[src/design/fwm_pkg.sv]
`default_nettype none
package fwm_pkg;

	// Window selector codes, as written to the window_type register
	typedef enum logic [1:0] {
		WIN_HANN,
		WIN_HAMMING,
		WIN_BARTLETT,
		WIN_BLACKMAN_HARRIS
	} win_t;

	// Index of a cosine term within a window sum (0 is the constant term)
	localparam int TERM_W = 2;
	typedef logic [TERM_W-1:0] term_t;
	localparam term_t TERM_CONST  = 2'd0;
	localparam term_t TERM_FIRST  = 2'd1;
	localparam term_t TERM_SECOND = 2'd2;
	localparam term_t TERM_LAST   = 2'd3;

	// Window weights in units of 1e-5, entry {window code, term}
	localparam logic [0:15][16:0] WEIGHT_E5 = {
		17'd50000, 17'd50000, 17'd0,     17'd0,
		17'd54000, 17'd46000, 17'd0,     17'd0,
		17'd0,     17'd0,     17'd0,     17'd0,
		17'd35875, 17'd48829, 17'd14128, 17'd1168
	};

	// pi/2 in Q30
	localparam logic [63:0] HALFPI_Q30 = 64'd1686629713;

	// Controller to datapath commands
	typedef struct packed {
		logic  fill;
		logic  load;
		logic  rd;
		logic  mul;
		logic  acc;
		logic  win;
		logic  prod;
		logic  out_load;
		term_t term;
	} fwm_cmd_t;

	// Datapath to controller status
	typedef struct packed {
		logic fill_done;
		logic bartlett;
	} fwm_status_t;

	// Unsigned long division by shift and subtract; evaluated at elaboration only
	function automatic logic [63:0] udiv64(logic [63:0] num, logic [63:0] den);
		logic [63:0] quo;
		logic [64:0] rem;
		quo = '0;
		rem = '0;
		for (int b = 63; b >= 0; b--) begin
			rem = {rem[63:0], num[b]};
			if (rem >= {1'b0, den}) begin
				rem    = rem - {1'b0, den};
				quo[b] = 1'b1;
			end
		end
		return quo;
	endfunction

	// Weight rounded to Q1.frac, evaluated at elaboration
	function automatic logic [63:0] weight_q(logic [63:0] e5, int unsigned frac);
		return udiv64((e5 << frac) + 64'd50000, 64'd100000);
	endfunction

	// cos(pi/2 * r / 2^(max_log2-2)) rounded to Q1.frac, by an integer Taylor
	// series in Q30; evaluated at elaboration only
	function automatic logic [63:0] quarter_cos(int unsigned r, int unsigned max_log2,
			int unsigned frac);
		logic [63:0] qtr;
		logic [63:0] x;
		logic [63:0] x2;
		logic [63:0] term;
		logic [63:0] den;
		longint      sum;
		longint      v;
		qtr  = 64'd1 << (max_log2 - 2);
		x    = (HALFPI_Q30 * 64'(r) + (qtr >> 1)) >> (max_log2 - 2);
		x2   = (x * x) >> 30;
		term = 64'd1 << 30;
		sum  = longint'(term);
		for (int n = 0; n < 20; n++) begin
			den  = 64'((2 * n + 1) * (2 * n + 2));
			term = (term * x2) >> 30;
			term = udiv64(term, den);
			if ((n & 1) == 1) begin
				sum = sum + longint'(term);
			end else begin
				sum = sum - longint'(term);
			end
		end
		if (sum < 0) begin
			sum = 0;
		end
		v = (sum + (longint'(1) << (30 - frac - 1))) >>> (30 - frac);
		if (v > (longint'(1) << frac)) begin
			v = longint'(1) << frac;
		end
		return 64'(v);
	endfunction

endpackage
`default_nettype wire

[src/design/fwm_ctrl.sv]
`default_nettype none
module fwm_ctrl (
	input  logic                clk,
	input  logic                arst_n,
	input  logic                s_tvalid,
	output logic                s_tready,
	output logic                m_tvalid,
	input  logic                m_tready,
	input  fwm_pkg::fwm_status_t status,
	output fwm_pkg::fwm_cmd_t    cmd
);
	import fwm_pkg::*;

	typedef enum logic [2:0] {
		S_FILL,
		S_IDLE,
		S_RD,
		S_MUL,
		S_ACC,
		S_WIN,
		S_PROD,
		S_OUT
	} state_t;

	state_t state_q;
	term_t  term_q;
	logic   m_tvalid_q;
	logic   out_free;

	assign out_free = !m_tvalid_q || m_tready;

	always_ff @(posedge clk or negedge arst_n) begin
		if (!arst_n) begin
			state_q    <= S_FILL;
			term_q     <= TERM_FIRST;
			m_tvalid_q <= 1'b0;
		end else begin
			case (state_q)
				S_FILL: begin
					if (status.fill_done) begin
						state_q <= S_IDLE;
					end
				end
				S_IDLE: begin
					if (s_tvalid) begin
						term_q  <= TERM_FIRST;
						state_q <= status.bartlett ? S_WIN : S_RD;
					end
				end
				S_RD:   state_q <= S_MUL;
				S_MUL:  state_q <= S_ACC;
				S_ACC: begin
					if (term_q == TERM_LAST) begin
						state_q <= S_WIN;
					end else begin
						term_q  <= term_q + TERM_FIRST;
						state_q <= S_RD;
					end
				end
				S_WIN:  state_q <= S_PROD;
				S_PROD: state_q <= S_OUT;
				S_OUT: begin
					if (out_free) begin
						state_q <= S_IDLE;
					end
				end
				default: state_q <= S_IDLE;
			endcase
			// Raise valid as a result is stored, drop it once it is taken
			if ((state_q == S_OUT) && out_free) begin
				m_tvalid_q <= 1'b1;
			end else if (m_tready) begin
				m_tvalid_q <= 1'b0;
			end
		end
	end

	always_comb begin
		cmd          = '0;
		cmd.fill     = (state_q == S_FILL);
		cmd.load     = (state_q == S_IDLE) && s_tvalid;
		cmd.rd       = (state_q == S_RD);
		cmd.mul      = (state_q == S_MUL);
		cmd.acc      = (state_q == S_ACC);
		cmd.win      = (state_q == S_WIN);
		cmd.prod     = (state_q == S_PROD);
		cmd.out_load = (state_q == S_OUT) && out_free;
		cmd.term     = term_q;
	end

	assign s_tready = (state_q == S_IDLE);
	assign m_tvalid = m_tvalid_q;

endmodule
`default_nettype wire

[config.mk]
export PLATFORM = sky130hd
export DESIGN_NAME = fwm_ctrl
export DESIGN_NICKNAME = d
export VERILOG_FILES = /design/src/design/fwm_pkg.sv /design/src/design/fwm_ctrl.sv
export SDC_FILE = /design/constraint.sdc
export NUM_CORES = 1
export LEC_CHECK = 0
export BUFFER_PORTS_ARGS = -buffer_cell sky130_fd_sc_hd__buf_4
export CAP_MARGIN = 20
export CORE_AREA = 8 8 45 47
export DETAILED_ROUTE_END_ITERATION = 12
export DIE_AREA = 0 0 53 55
export PLACE_DENSITY = 0.53
export SLEW_MARGIN = 10
export SYNTH_ARGS = -nofsm -noshare
export SYNTH_HDL_FRONTEND = slang
export SYNTH_SLANG_ARGS = --single-unit
[constraint.sdc]
create_clock -name clk -period 3.7 [get_ports clk]
set_input_delay 0 -clock clk [delete_from_list [all_inputs] [get_ports clk]]
set_output_delay 0 -clock clk [all_outputs]
set_load 0.005 [all_outputs]
Yosys cells after proc, flatten, opt, wreduce, memory -nomap -nowiden
Index checks and enable logic that the tools add are counted.
W data, S select, Z words.
- reductions and logical operators: 9
- $add $sub $neg: 1
- multiplexer cells: 11
- eq/ne operators: 12
- operators by type and width (cell ; number):
    $pmux W3 S8 ; 1
    $mux W3 ; 5
    $eq A3 B3 Y1 const B ; 4
    $ne A2 B2 Y1 const B ; 4
    $eq A3 B2 Y1 const B ; 2
    $reduce_and A3 Y1 ; 2
    $mux W2 ; 2
    $pmux W2 S2 ; 1
    $reduce_bool A2 Y1 ; 2
    $eq A3 B1 Y1 const B ; 1
    $logic_not A3 Y1 ; 1
    $add A2 B1 Y2 const B ; 1
    $eq A2 B2 Y1 const B ; 1
    $logic_and A1 B1 Y1 ; 2
    $mux W1 ; 2
    $logic_not A1 Y1 ; 1
    $logic_or A1 B1 Y1 ; 1
- logic and storage cells: 36
- output and inout bits: 12
- register bits after elaboration: 6

Longest topological paths before layout
Gate-level depths: netlist (run 1).
- depth in word-level cells: 4
- mapped depth: 4
- depth with buffers taken out: 4

Worst setup path after synthesis (run 1)
Ideal clock, no wire load.
- path kind: register to register
- start: register term_q[0]
- end: register state_q[1]
- stages on the path, launching flop included: 5
- arrival: 1.217 ns
- slack: 2.349 ns
- library setup time: 0.134 ns
- data required time: 3.566 ns
- cells stage by stage: dfstp_2 ha_1 or3b_1 o21ai_1 o22ai_1
- longest elaborated chain between the ends: 3
- RTL lines (what ; RTL line ; RTL):
    start, declared ; fwm_ctrl.sv:26 ; term_t term_q;
    start signal, assigned ; fwm_ctrl.sv:56 ; term_q <= term_q + TERM_FIRST;
    $eq A2 B2 Y1 ; fwm_ctrl.sv:53 ; if (term_q == TERM_LAST) begin
    $mux W3 ; fwm_ctrl.sv:53 ;
    $pmux W3 S8 ; fwm_ctrl.sv:38 ; case (state_q)
    end signal, assigned ; fwm_ctrl.sv:47 ; state_q <= status.bartlett ? S_WIN : S_RD;
    end, declared ; fwm_ctrl.sv:25 ; state_t state_q;
No other way between the ends.
A chain may end at the register's enable or synchronous reset.

Worst setup path after layout (run 1)
Same ends and word-level chain as after synthesis.

==> metrics.yaml, run 1 <==
outcome: "finished clean"
ys_types: 28
finalMaxSlewViolations: 0
worst_slack_ns: 2.278
slowest_delay_ns: 0.55
cts_sinks: 6
cpLargestDelayFamily: "flip-flops"
synth_top_area_share: 0.3135
critPathSlowestCell: "dfstp_2"
yosysMostFrequentCell: "nor3_1"
ys_ff_latch: 6
grt_max_degree: 16
synthFlopType: "dfrtp_1"
syn_area_per_cell_um2: 9.071
crit_path_start_kind: "flip-flop"
routed_wl_um: 971
yosys-top-cells-area: "dfrtp_1, nor3_1, dfstp_2"
area_growth_syn_to_layout_pct: 40.44
yosysSeqAreaShare: 0.3793
path_max_fanout: 4
worstSetupEndpointType: "flip-flop"
yosysWarnings: 0
asyncSetResetFlopFracSynth: 1.000
syn_area_um2: 399.1
synth-edff-count: 0
finalHoldViolCount: 0
fin_crit_ns: 1.422
dp_hpwl_um: 762.4
worstPathArrival_ns: 1.54
synthTopCellsByCount: "nor3_1, dfrtp_1, a21oi_1, inv_1"
drive_above_1_share: 0.3492
worst_slew_pin_slew_ns: 0.3898
grt_remaining_overflow: 0
maxCapViolCount: 0
row_count: 14
leakage_nw: 0.2752
vias_per_cell: 4.747
path_cells: "ha_1 > or3b_1 > o21ai_1 > o22ai_1"
hold_class: "in2reg"
post-route-period-util: 0.3844
nets: 71
switchingPower_w: 0.0001918
swShare: 0.4054
fin_skew_ns: 0.007783
synth_cells: 44
ant_nets: 0
gp_congestion: 0.7233
grt_pass1_wl_mm: 1.504
vias: 375
dp_slack_ns: 2.274
rsz0062_at_grt: "no"
antenna_found_initial: 0
die_area_mm2: 0.002915
critical_path_class: "reg2reg"
pwr-share-clk: 0.138
worstPathRequired_ns: 3.82
gr-usage-all-layers: 0.06813
cts_max_level: 1
start_util: 0.2884
clock_tree.root_cell: "clkbuf_4"
num_antenna_cells: 0
clkTransAtPathRegs_ns: 0.05
internal_power_w: 0.0002812
die_h_um: 55
routedWlPerCell_um: 12.29
clkLatencyLatePin_ns: 0.24
cts_inserted_buffers: 3
ios: 18
total_power_w: 0.0004730
fmax_ghz: 0.7032
regToRegSetupSlack_ns: 2.28
irDropWorstVdd_v: 0.0003325
drt-initial-drc-count: 0
die_x_um: 53
drcViolationCount: 0
clk_path_buf_depth: 2
holdBufCountCts: 1
core-area_mm2: 0.001384
utilization: 0.4051
portBuffers: 17
critPathBufInv: 0
cts-resized-gates: 0
post_cts_buffers: 0
first_pass_iters: 1
synth_nets: 51
p_per_area_mw_per_mm2: 843.8
setup_tns_ns: 0
synth.largest_area_cell: "dfrtp_1"
slew_headroom: 0.7402
p_seq_frac: 0.355
cts_tree: "done"
grt_pass1_vias: 354
finalSetupViolations: 0
pwr-share-comb: 0.506
==> metal layers <==
metal / vias up / global-route usage / wire (um) / share of wire
met5: - / 0 / 0 / 0
met4: 0 / 0.03879 / 0 / 0
met3: 0 / 0.03743 / 117 / 0.12
met2: 14 / 0.09961 / 394 / 0.41
met1: 160 / 0.07716 / 459 / 0.47
li1: 201 / - / - / -
==> sequential cells by signal (all words and copies together), names as in the netlist <==
| name | flops |
|---|---|
| m_tvalid | 1 |
| state_q | 3 |
| term_q | 2 |
==> worst reg2reg max path, stage by stage (launching register included) <==
cell and delay, ns:
dfstp_2 0.55, ha_1 0.22, or3b_1 0.36, o21ai_1 0.09, o22ai_1 0.08
==> power groups by stage <==
stage	Clock (W)	Combinational, W	Sequential, W
after global routing	0.0000723	0.000263	0.000178
after floorplan	0	0.000184	0.000130
final	0.0000655	0.000239	0.000168
after detailed placement	0	0.000241	0.000169
after global placement	0	0.000242	0.000169
after CTS	0.0000688	0.000243	0.000168
==> cells in the final DEF, fill, tap and decap left out, types with 2 or more instances in the layout <==
cell type  count
and3_1         2
nor3_1         7
nand2b_1       2
a21oi_1        3
dfrtp_1        5
clkbuf_4       3
inv_1          3
buf_4         17
==> kinds of logic after synthesis <==
family | Yosys count | synth area share
buffers and inverters | 6 | 0.08463
adder cells (fa/ha/maj) | 1 | 0.03134
AND/OR/NAND/NOR | 21 | 0.3385
AO/OA/AOI/OAI | 10 | 0.1662
flip-flops | 6 | 0.3793
==> stage by stage <==
stage,cells,instance area [um^2],hold WS [ns]
floorplan,44,399.1,-0.2956
global placement,74,524.3,-0.1886
detailed placement,74,524.3,-0.1881
CTS,79,560.5,0.05364
global route,79,560.5,0.08070
finish,79,560.5,0.05476
==> cell type report <==
| class | instances | area [um^2] |
|---|---|---|
| fill | 147 | 823.3 |
| multi-input combinational | 32 | 214.0 |
| tap | 16 | 20.02 |
| clock buffer | 4 | 26.28 |
| inverter | 3 | 11.26 |
| timing repair buffer | 18 | 137.6 |
| sequential | 6 | 151.4 |
==> path summary, 6_finish.rpt <==
check / start / endpoint / cells past startpoint
worst min register to register: m_tvalid / m_tvalid / 2
min in group asynchronous: arst_n / m_tvalid / 2
worst min-delay path: m_tready / m_tvalid / 3
max in group asynchronous: arst_n / term_q[0] / 2
worst max register to register: term_q[0] / state_q[1] / 4
worst max-delay path: term_q[0] / state_q[1] / 4
(Power assumes the default switching activity.)
==> inputs of run 2 (changes only) <==
Settings changed: ABC_AREA set to 1, PLACE_DENSITY 0.53 to 0.61.
Clock period 3.7 ns to 1.2 ns, I/O delays scaled along.
==> run 2 against run 1 <==
Against the previous run:
- the flow now finishes with violations (setup timing)
- setup slack lost 2.3 ns
- clock-buffer cell count unchanged
- non-clock buffer count up 13
- cell count grew 57%
- sequential power grew to 2.6 times the previous value
- synthesized cell count grew 70%
- synthesized area is 16% higher
- combinational power rose to 5.7 times the previous value
- clock skew is 0.0047 ns lower
- sequential cell count unchanged
- global-route usage rose by 2.7 points
- critical endpoint is now state_q[0]
- largest cell class unchanged
- largest power group unchanged
==> metrics.yaml, run 2 <==
grt_pass1_wl_mm: 2.063  # +37%
hold_slack_ns: 0.09646  # +0.04170 ns
die_area_mm2: 0.002915  # unchanged
r2r_start: "state_q[0]"
yosys-mux-area-fraction: 0  # unchanged
final_cell_mix: "buf_4, nand2_1, inv_1"
synthAdderAreaFrac: 0.02695  # -0.004394
clkTransAtPathRegs_ns: 0.05  # about the same
drcViolationCount: 0  # unchanged
cp.depth: 7  # +3
synth-edff-count: 0  # unchanged
dp_hpwl_mm: 1.003  # +31%
row_count: 14  # unchanged
hold_class: "in2async"
swShare: 0.4457  # +0.04027
fin_skew_ns: 0.003052  # -0.004731 ns
die_x_um: 53  # unchanged
crit_path_start_kind: "flip-flop"
multiInputGateArea_um2: 319.1  # +49%
maxCapViolCount: 0  # unchanged
largest_register_ffs: 3  # unchanged
final_common_cell: "buf_4"
slowest_delay_ns: 0.48  # -0.07 ns
synth.largest_area_cell: "dfrtp_1"
dp.cells: 113  # +53%
grt_pass1_vias: 506  # +43%
path_max_fanout: 7  # +3
violations: "setup timing"
worstPathRequired_ns: 1.33  # -2.49 ns
clkLatencyLatePin_ns: 0.24  # about the same
grt_max_degree: 8  # -8
finalMaxSlewViolations: 0  # unchanged
worstPathArrival_ns: 1.34  # -0.20 ns
regToRegSetupSlack_ns: -0.01  # -2.29 ns
synth_nets: 82  # +61%
internal_power_w: 0.001107  # +290%
worst_slack_ns: -0.01211  # -2.290 ns
vias: 555  # +48%
r2r_cells: 7  # +3
routed_wl_mm: 1.428  # +47%
finalSetupViolations: 2  # +2
antenna_found_initial: 0  # unchanged
cts_tree: "done"
leakage_nw: 0.4835  # +76%
yosysWarnings: 0  # unchanged
fin_crit_ns: 1.212  # -0.2100 ns
top_register: "state_q"
asyncSetResetFlopFracSynth: 1.000  # unchanged
ant_nets: 0  # unchanged
ios: 18  # unchanged
area_growth_syn_to_layout_pct: 80.05
start_util: 0.3354  # +0.04702
worstSetupEndpointType: "flip-flop"
die_h_um: 55  # unchanged
endpoint: "state_q[0]"
pwr-share-comb: 0.683  # +0.177
cts_inserted_buffers: 3  # unchanged
synth-compound-area-share: 0.03235  # -0.1338
p_seq_frac: 0.216  # -0.139
final_cells: 124  # +57%
fin_area_um2: 835.8  # +49%
fmax_ghz: 0.8250  # +17%
portBuffers: 17  # unchanged
synthFlopType: "dfrtp_1"
irDropWorstVdd_v: 0.001092  # +230%
outcome: "finished with violations"
yosysMostFrequentCell: "nand2_1"
synthTopCellsByCount: "nand2_1, inv_1, nor2_1, dfrtp_1, nand3_1"
slew_headroom: 0.8610  # +0.1209
cts_max_level: 1  # unchanged
pwr-share-clk: 0.101  # -0.037
drt-initial-drc-count: 10  # +10
synth_cells: 75  # +70%
r2r_end: "state_q[0]"
synth_top_area_share: 0.2695  # -0.04394
nets: 116  # +63%
critPathBufInv: 1  # +1
dp_slack_ns: -0.02322  # -2.297 ns
gp_congestion: 0.7987  # +10%
critical_path_class: "reg2reg"
routedWlPerCell_um: 11.52  # -6.3%
first_pass_iters: 4  # +3
post-route-period-util: 1.010  # +0.6257
rsz0062_at_grt: "yes"
gr-usage-all-layers: 0.09485  # +0.02671
clk_path_buf_depth: 2  # unchanged
yosysSeqAreaShare: 0.3261  # -0.05316
ys_types: 17  # -39%
synth_xor_area_frac: 0  # unchanged
cpLargestDelayFamily: "simple AND/OR/NAND/NOR gates"
syn_area_um2: 464.2  # +16%
seqCellArea_um2: 155.1  # +2.5%
finalHoldViolCount: 0  # unchanged
crit_start: "state_q[0]"
vias_per_cell: 4.476  # -5.7%
synth_top_family_by_area: "simple AND/OR/NAND/NOR gates"
critPathSlowestCell: "dfrtp_2"
clock_tree.root_cell: "clkbuf_4"
cts_sinks: 6  # unchanged
drive_above_1_share: 0.5833  # +0.2341
synth_simple_gate_area_frac: 0.4501  # +0.1116
worst_slew_pin_slew_ns: 0.2077  # -0.1821 ns
num_antenna_cells: 0  # unchanged
p_per_area_mw_per_mm2: 2389  # +180%
core-area_mm2: 0.001384  # unchanged
syn_area_per_cell_um2: 6.189  # -32%
utilization: 0.6040  # +0.1989
yosys-top-cells-area: "dfrtp_1, nand2_1, inv_1"
switchingPower_w: 0.0008899  # +360%
place_area_um2: 648.1  # +24%
grt_remaining_overflow: 0  # unchanged
fillers: 125  # -15%
path_cells: "nor2_4 > buf_6 > nand3b_1 > nand2_2 > nor2_4 > nand2_1 > nand2_1"
ys_ff_latch: 6  # unchanged
run 2: cell count changes in the layout (fill, tap and decap cells not counted), moves of 4 or more:
cell	before	now
buf_4	17	25
buf_6	0	4
inv_1	3	8
inv_2	0	7
nand2_1	1	19
nand2_2	0	6
nand3_2	0	5
nor2_1	1	7
nor2_4	0	4
nor3_1	7	0
run 2: worst min-delay path by stage:
stage	endpoint	slack, ns	depth (start not counted)
2_1_floorplan	m_tvalid	-0.30	0
3_3_place_gp	term_q[1]	-0.19	1
3_5_place_dp	term_q[1]	-0.18	1
4_1_cts	m_tvalid	0.1	2
5_1_grt	m_tvalid	0.10	2
6_report	m_tvalid	0.1	2
run 2: final cells by class:
cell class                 count  share of cell area
clock buffer                   4             0.03144
inverter                      16             0.07485
multi-input combinational     51              0.3817
sequential                     6              0.1856
tap                           16             0.02395
timing repair buffer          31              0.3024
run 2: repair_timing:
item / in CTS / in global routing
hold buffers: 2 / 0
setup endpoints to repair: 5 / 12
pin swaps: 1 / 14
hold endpoints to repair: 7 / 0
setup buffers: 2 / 3
resized for setup: 8 / 25
run 2: cells by family (layout without fill, tap and decap cells):
logic type      after synthesis  count (layout)
simple gates                 47              47
flops                         6               6
compound gates                3               3
fa+ha+maj                     1               1
buf+inv                      18              51
run 2: routing by layer:
layer  track usage  vias up  share of wire
met4       0.05172        0         0.0091
met1        0.1089      249           0.43
met3       0.03209        2          0.058
met5             0        -              0
li1              -      291              -
met2        0.1523       13           0.50
run 2: metrics by stage:
stage | total power, W | TNS (ns)
final | 0.001997 | -0.01675
after global routing | 0.002175 | -0.3520
after CTS | 0.001731 | 0
after detailed placement | 0.001394 | -0.02407
after global placement | 0.001380 | -0.03412
after floorplan | 0.0009841 | 0
run 2: power groups by stage:
stage               logic, W  clock network (W)  registers, W
detailed placement  0.000989                  0      0.000405
finish               0.00136           0.000201      0.000432
CTS                  0.00109           0.000212      0.000430
floorplan           0.000624                  0      0.000360
global placement    0.000975                  0      0.000405
global route         0.00151           0.000221      0.000443
==> inputs of run 3 (changes only) <==
Settings changed: CTS_BUF_LIST set to sky130_fd_sc_hd__clkbuf_4 sky130_fd_sc_hd__clkbuf_8.
==> run 3 against run 2 <==
Against the previous run:
- the flow still finishes with violations (setup timing)
- setup slack lost 0.0078 ns
- non-clock buffer count is the same
- register-to-register slack is essentially flat
- sequential share of layout area grew 0.37 points
- utilization shrank 1.2 points
- worst hold slack lost 0.0022 ns
- via count grew 0.72%
- first-iteration DRC count grew 20%
- highest routed layer unchanged
- total power shrank 1.2%
- critical path depth shrank 2
- critical path type is now reg2out
==> metrics.yaml, run 3 (synthesis results as in run 2) <==
outcome: "finished with violations"
violations: "setup timing"
antenna_found_initial: 0  # unchanged
row_count: 14  # unchanged
top_register: "state_q"
routedWlPerCell_um: 11.77  # +2.2%
rsz0062_at_grt: "yes"
die_x_um: 53  # unchanged
num_antenna_cells: 0  # unchanged
fin_skew_ns: 0.003615  # +0.0005625 ns
start_util: 0.3354  # unchanged
nets: 116  # unchanged
worstPathArrival_ns: 1.22  # -0.12 ns
r2r_start: "state_q[0]"
setup_tns_ns: -0.03651  # -0.01976 ns
finalSetupViolations: 3  # +1
regToRegSetupSlack_ns: -0.01  # about the same
cts_tree: "done"
drt-initial-drc-count: 12  # +2
area_growth_syn_to_layout_pct: 76.55
drcViolationCount: 0  # unchanged
gr-usage-all-layers: 0.09649  # +0.001645
grt_pass1_wl_mm: 2.070  # +0.34%
grt_remaining_overflow: 0  # unchanged
hold_slack_ns: 0.09429  # -0.002162 ns
vias_per_cell: 4.508  # +0.72%
die_area_mm2: 0.002915  # unchanged
vias: 559  # +0.72%
cts_sinks: 6  # unchanged
grt_max_degree: 8  # unchanged
critPathSlowestCell: "dfrtp_2"
worst_slew_pin_slew_ns: 0.2142  # +0.006508 ns
hold_class: "in2async"
largest_register_ffs: 3  # unchanged
path_common_cell: "buf_6"
final_cell_mix: "buf_4, nand2_1, inv_1"
maxCapViolCount: 0  # unchanged
fmax_ghz: 0.8198  # -0.64%
worst_slack_ns: -0.01986  # -0.007754 ns
clk_path_buf_depth: 2  # unchanged
ant_nets: 0  # unchanged
post-route-period-util: 1.017  # +0.006461
p_per_area_mw_per_mm2: 2408  # +0.81%
core-area_mm2: 0.001384  # unchanged
dp_hpwl_mm: 1.003  # unchanged
cts_inserted_buffers: 3  # unchanged
crit_start: "state_q[0]"
clkLatencyLatePin_ns: 0.24  # about the same
worstPathRequired_ns: 1.20  # -0.13 ns
final_common_cell: "buf_4"
clock_tree.root_cell: "clkbuf_4"
finalMaxSlewViolations: 0  # unchanged
ios: 18  # unchanged
die_h_um: 55  # unchanged
irDropWorstVdd_v: 0.001089  # -0.30%
finalHoldViolCount: 0  # unchanged
cts_max_level: 1  # unchanged
crit_path_start_kind: "flip-flop"
slew_headroom: 0.8572  # -0.003827
path_cells: "nor2_4 > nand2_2 > buf_6 > inv_4 > buf_6"
first_pass_iters: 4  # unchanged
slowest_delay_ns: 0.48  # about the same
fin_crit_ns: 1.220  # +0.007754 ns
routed_wl_mm: 1.460  # +2.2%
worstSetupEndpointType: "output port"
grt_pass1_vias: 506  # unchanged
clkTransAtPathRegs_ns: 0.05  # about the same
leakage_nw: 0.4859  # +0.50%
gp_congestion: 0.7987  # unchanged
critical_path_class: "reg2out"
path_max_fanout: 7  # unchanged
portBuffers: 17  # unchanged
drive_above_1_share: 0.5370  # -0.04630
## run 3: cell types whose count changed in the layout (fill, tap and decap cells not counted)
cell,before,now
nand2_1,19,22
nand2_2,6,3
clkbuf_1,1,0
clkbuf_4,3,4
inv_1,8,9
inv_2,7,6
nand3_1,1,2
nand3_2,5,4
nor2_1,7,8
nor2_4,4,3
## run 3: final timing paths
path | depth (start not counted) | to
worst max-delay path | 5 | cmd[5]
worst min-delay path | 2 | state_q[1]
worst max register to register | 7 | state_q[0]
worst min register to register | 2 | m_tvalid
max in group asynchronous | 2 | term_q[0]
min in group clk | 4 | term_q[1]
## run 3: repair_timing
action | 4_1_cts | 5_1_grt
hold endpoints to repair | 7 | 0
resized for setup | 8 | 18
hold buffers | 2 | 0
setup buffers | 2 | 3
setup endpoints to repair | 5 | 12
pin swaps | 1 | 10
cloned | 0 | 0
## run 3: worst max-delay path: cells and delay by family, from the launching register on
kind | cells | cell delay [ns]
buffers and inverters | 3 | 0.25
flip-flops | 1 | 0.48
AND/OR/NAND/NOR | 2 | 0.25
## run 3: routing by layer
layer  GRT usage  vias up  share of wire
met4     0.06466        0         0.0089
met3     0.03209        2          0.062
met2      0.1523       16           0.49
met5           0        -              0
met1      0.1089      251           0.44
li1            -      290              -
## run 3: where the power goes
part | leakage, nW | switching, W | internal (W)
sequential | 0.0715 | 0.000127 | 0.000308
clock | 0.0184 | 0.0000758 | 0.000149
combinational | 0.396 | 0.000665 | 0.000649
total | 0.486 | 0.000867 | 0.00111
## run 3: cell type report
class,instances,area [um^2]
multi-input combinational,51,299.0
inverter,16,62.56
timing repair buffer,31,252.7
fill,129,564.3
sequential,6,155.1
clock buffer,4,30.03
tap,16,20.02
## run 3: through the flow
| stage | worst slack (ns) | cells | total power [W] | cell area [um^2] | utilization |
|---|---|---|---|---|---|
| global placement | -0.03412 | 113 | 0.001380 | 648.1 | 0.4684 |
| global route | -0.07116 | 124 | 0.002148 | 819.5 | 0.5922 |
| CTS | 0.003513 | 121 | 0.001755 | 740.7 | 0.5353 |
| finish | -0.01986 | 124 | 0.001974 | 819.5 | 0.5922 |
| floorplan | 0.04661 | 75 | 0.0009841 | 464.2 | - |
| detailed placement | -0.02322 | 113 | 0.001394 | 648.1 | 0.4684 |
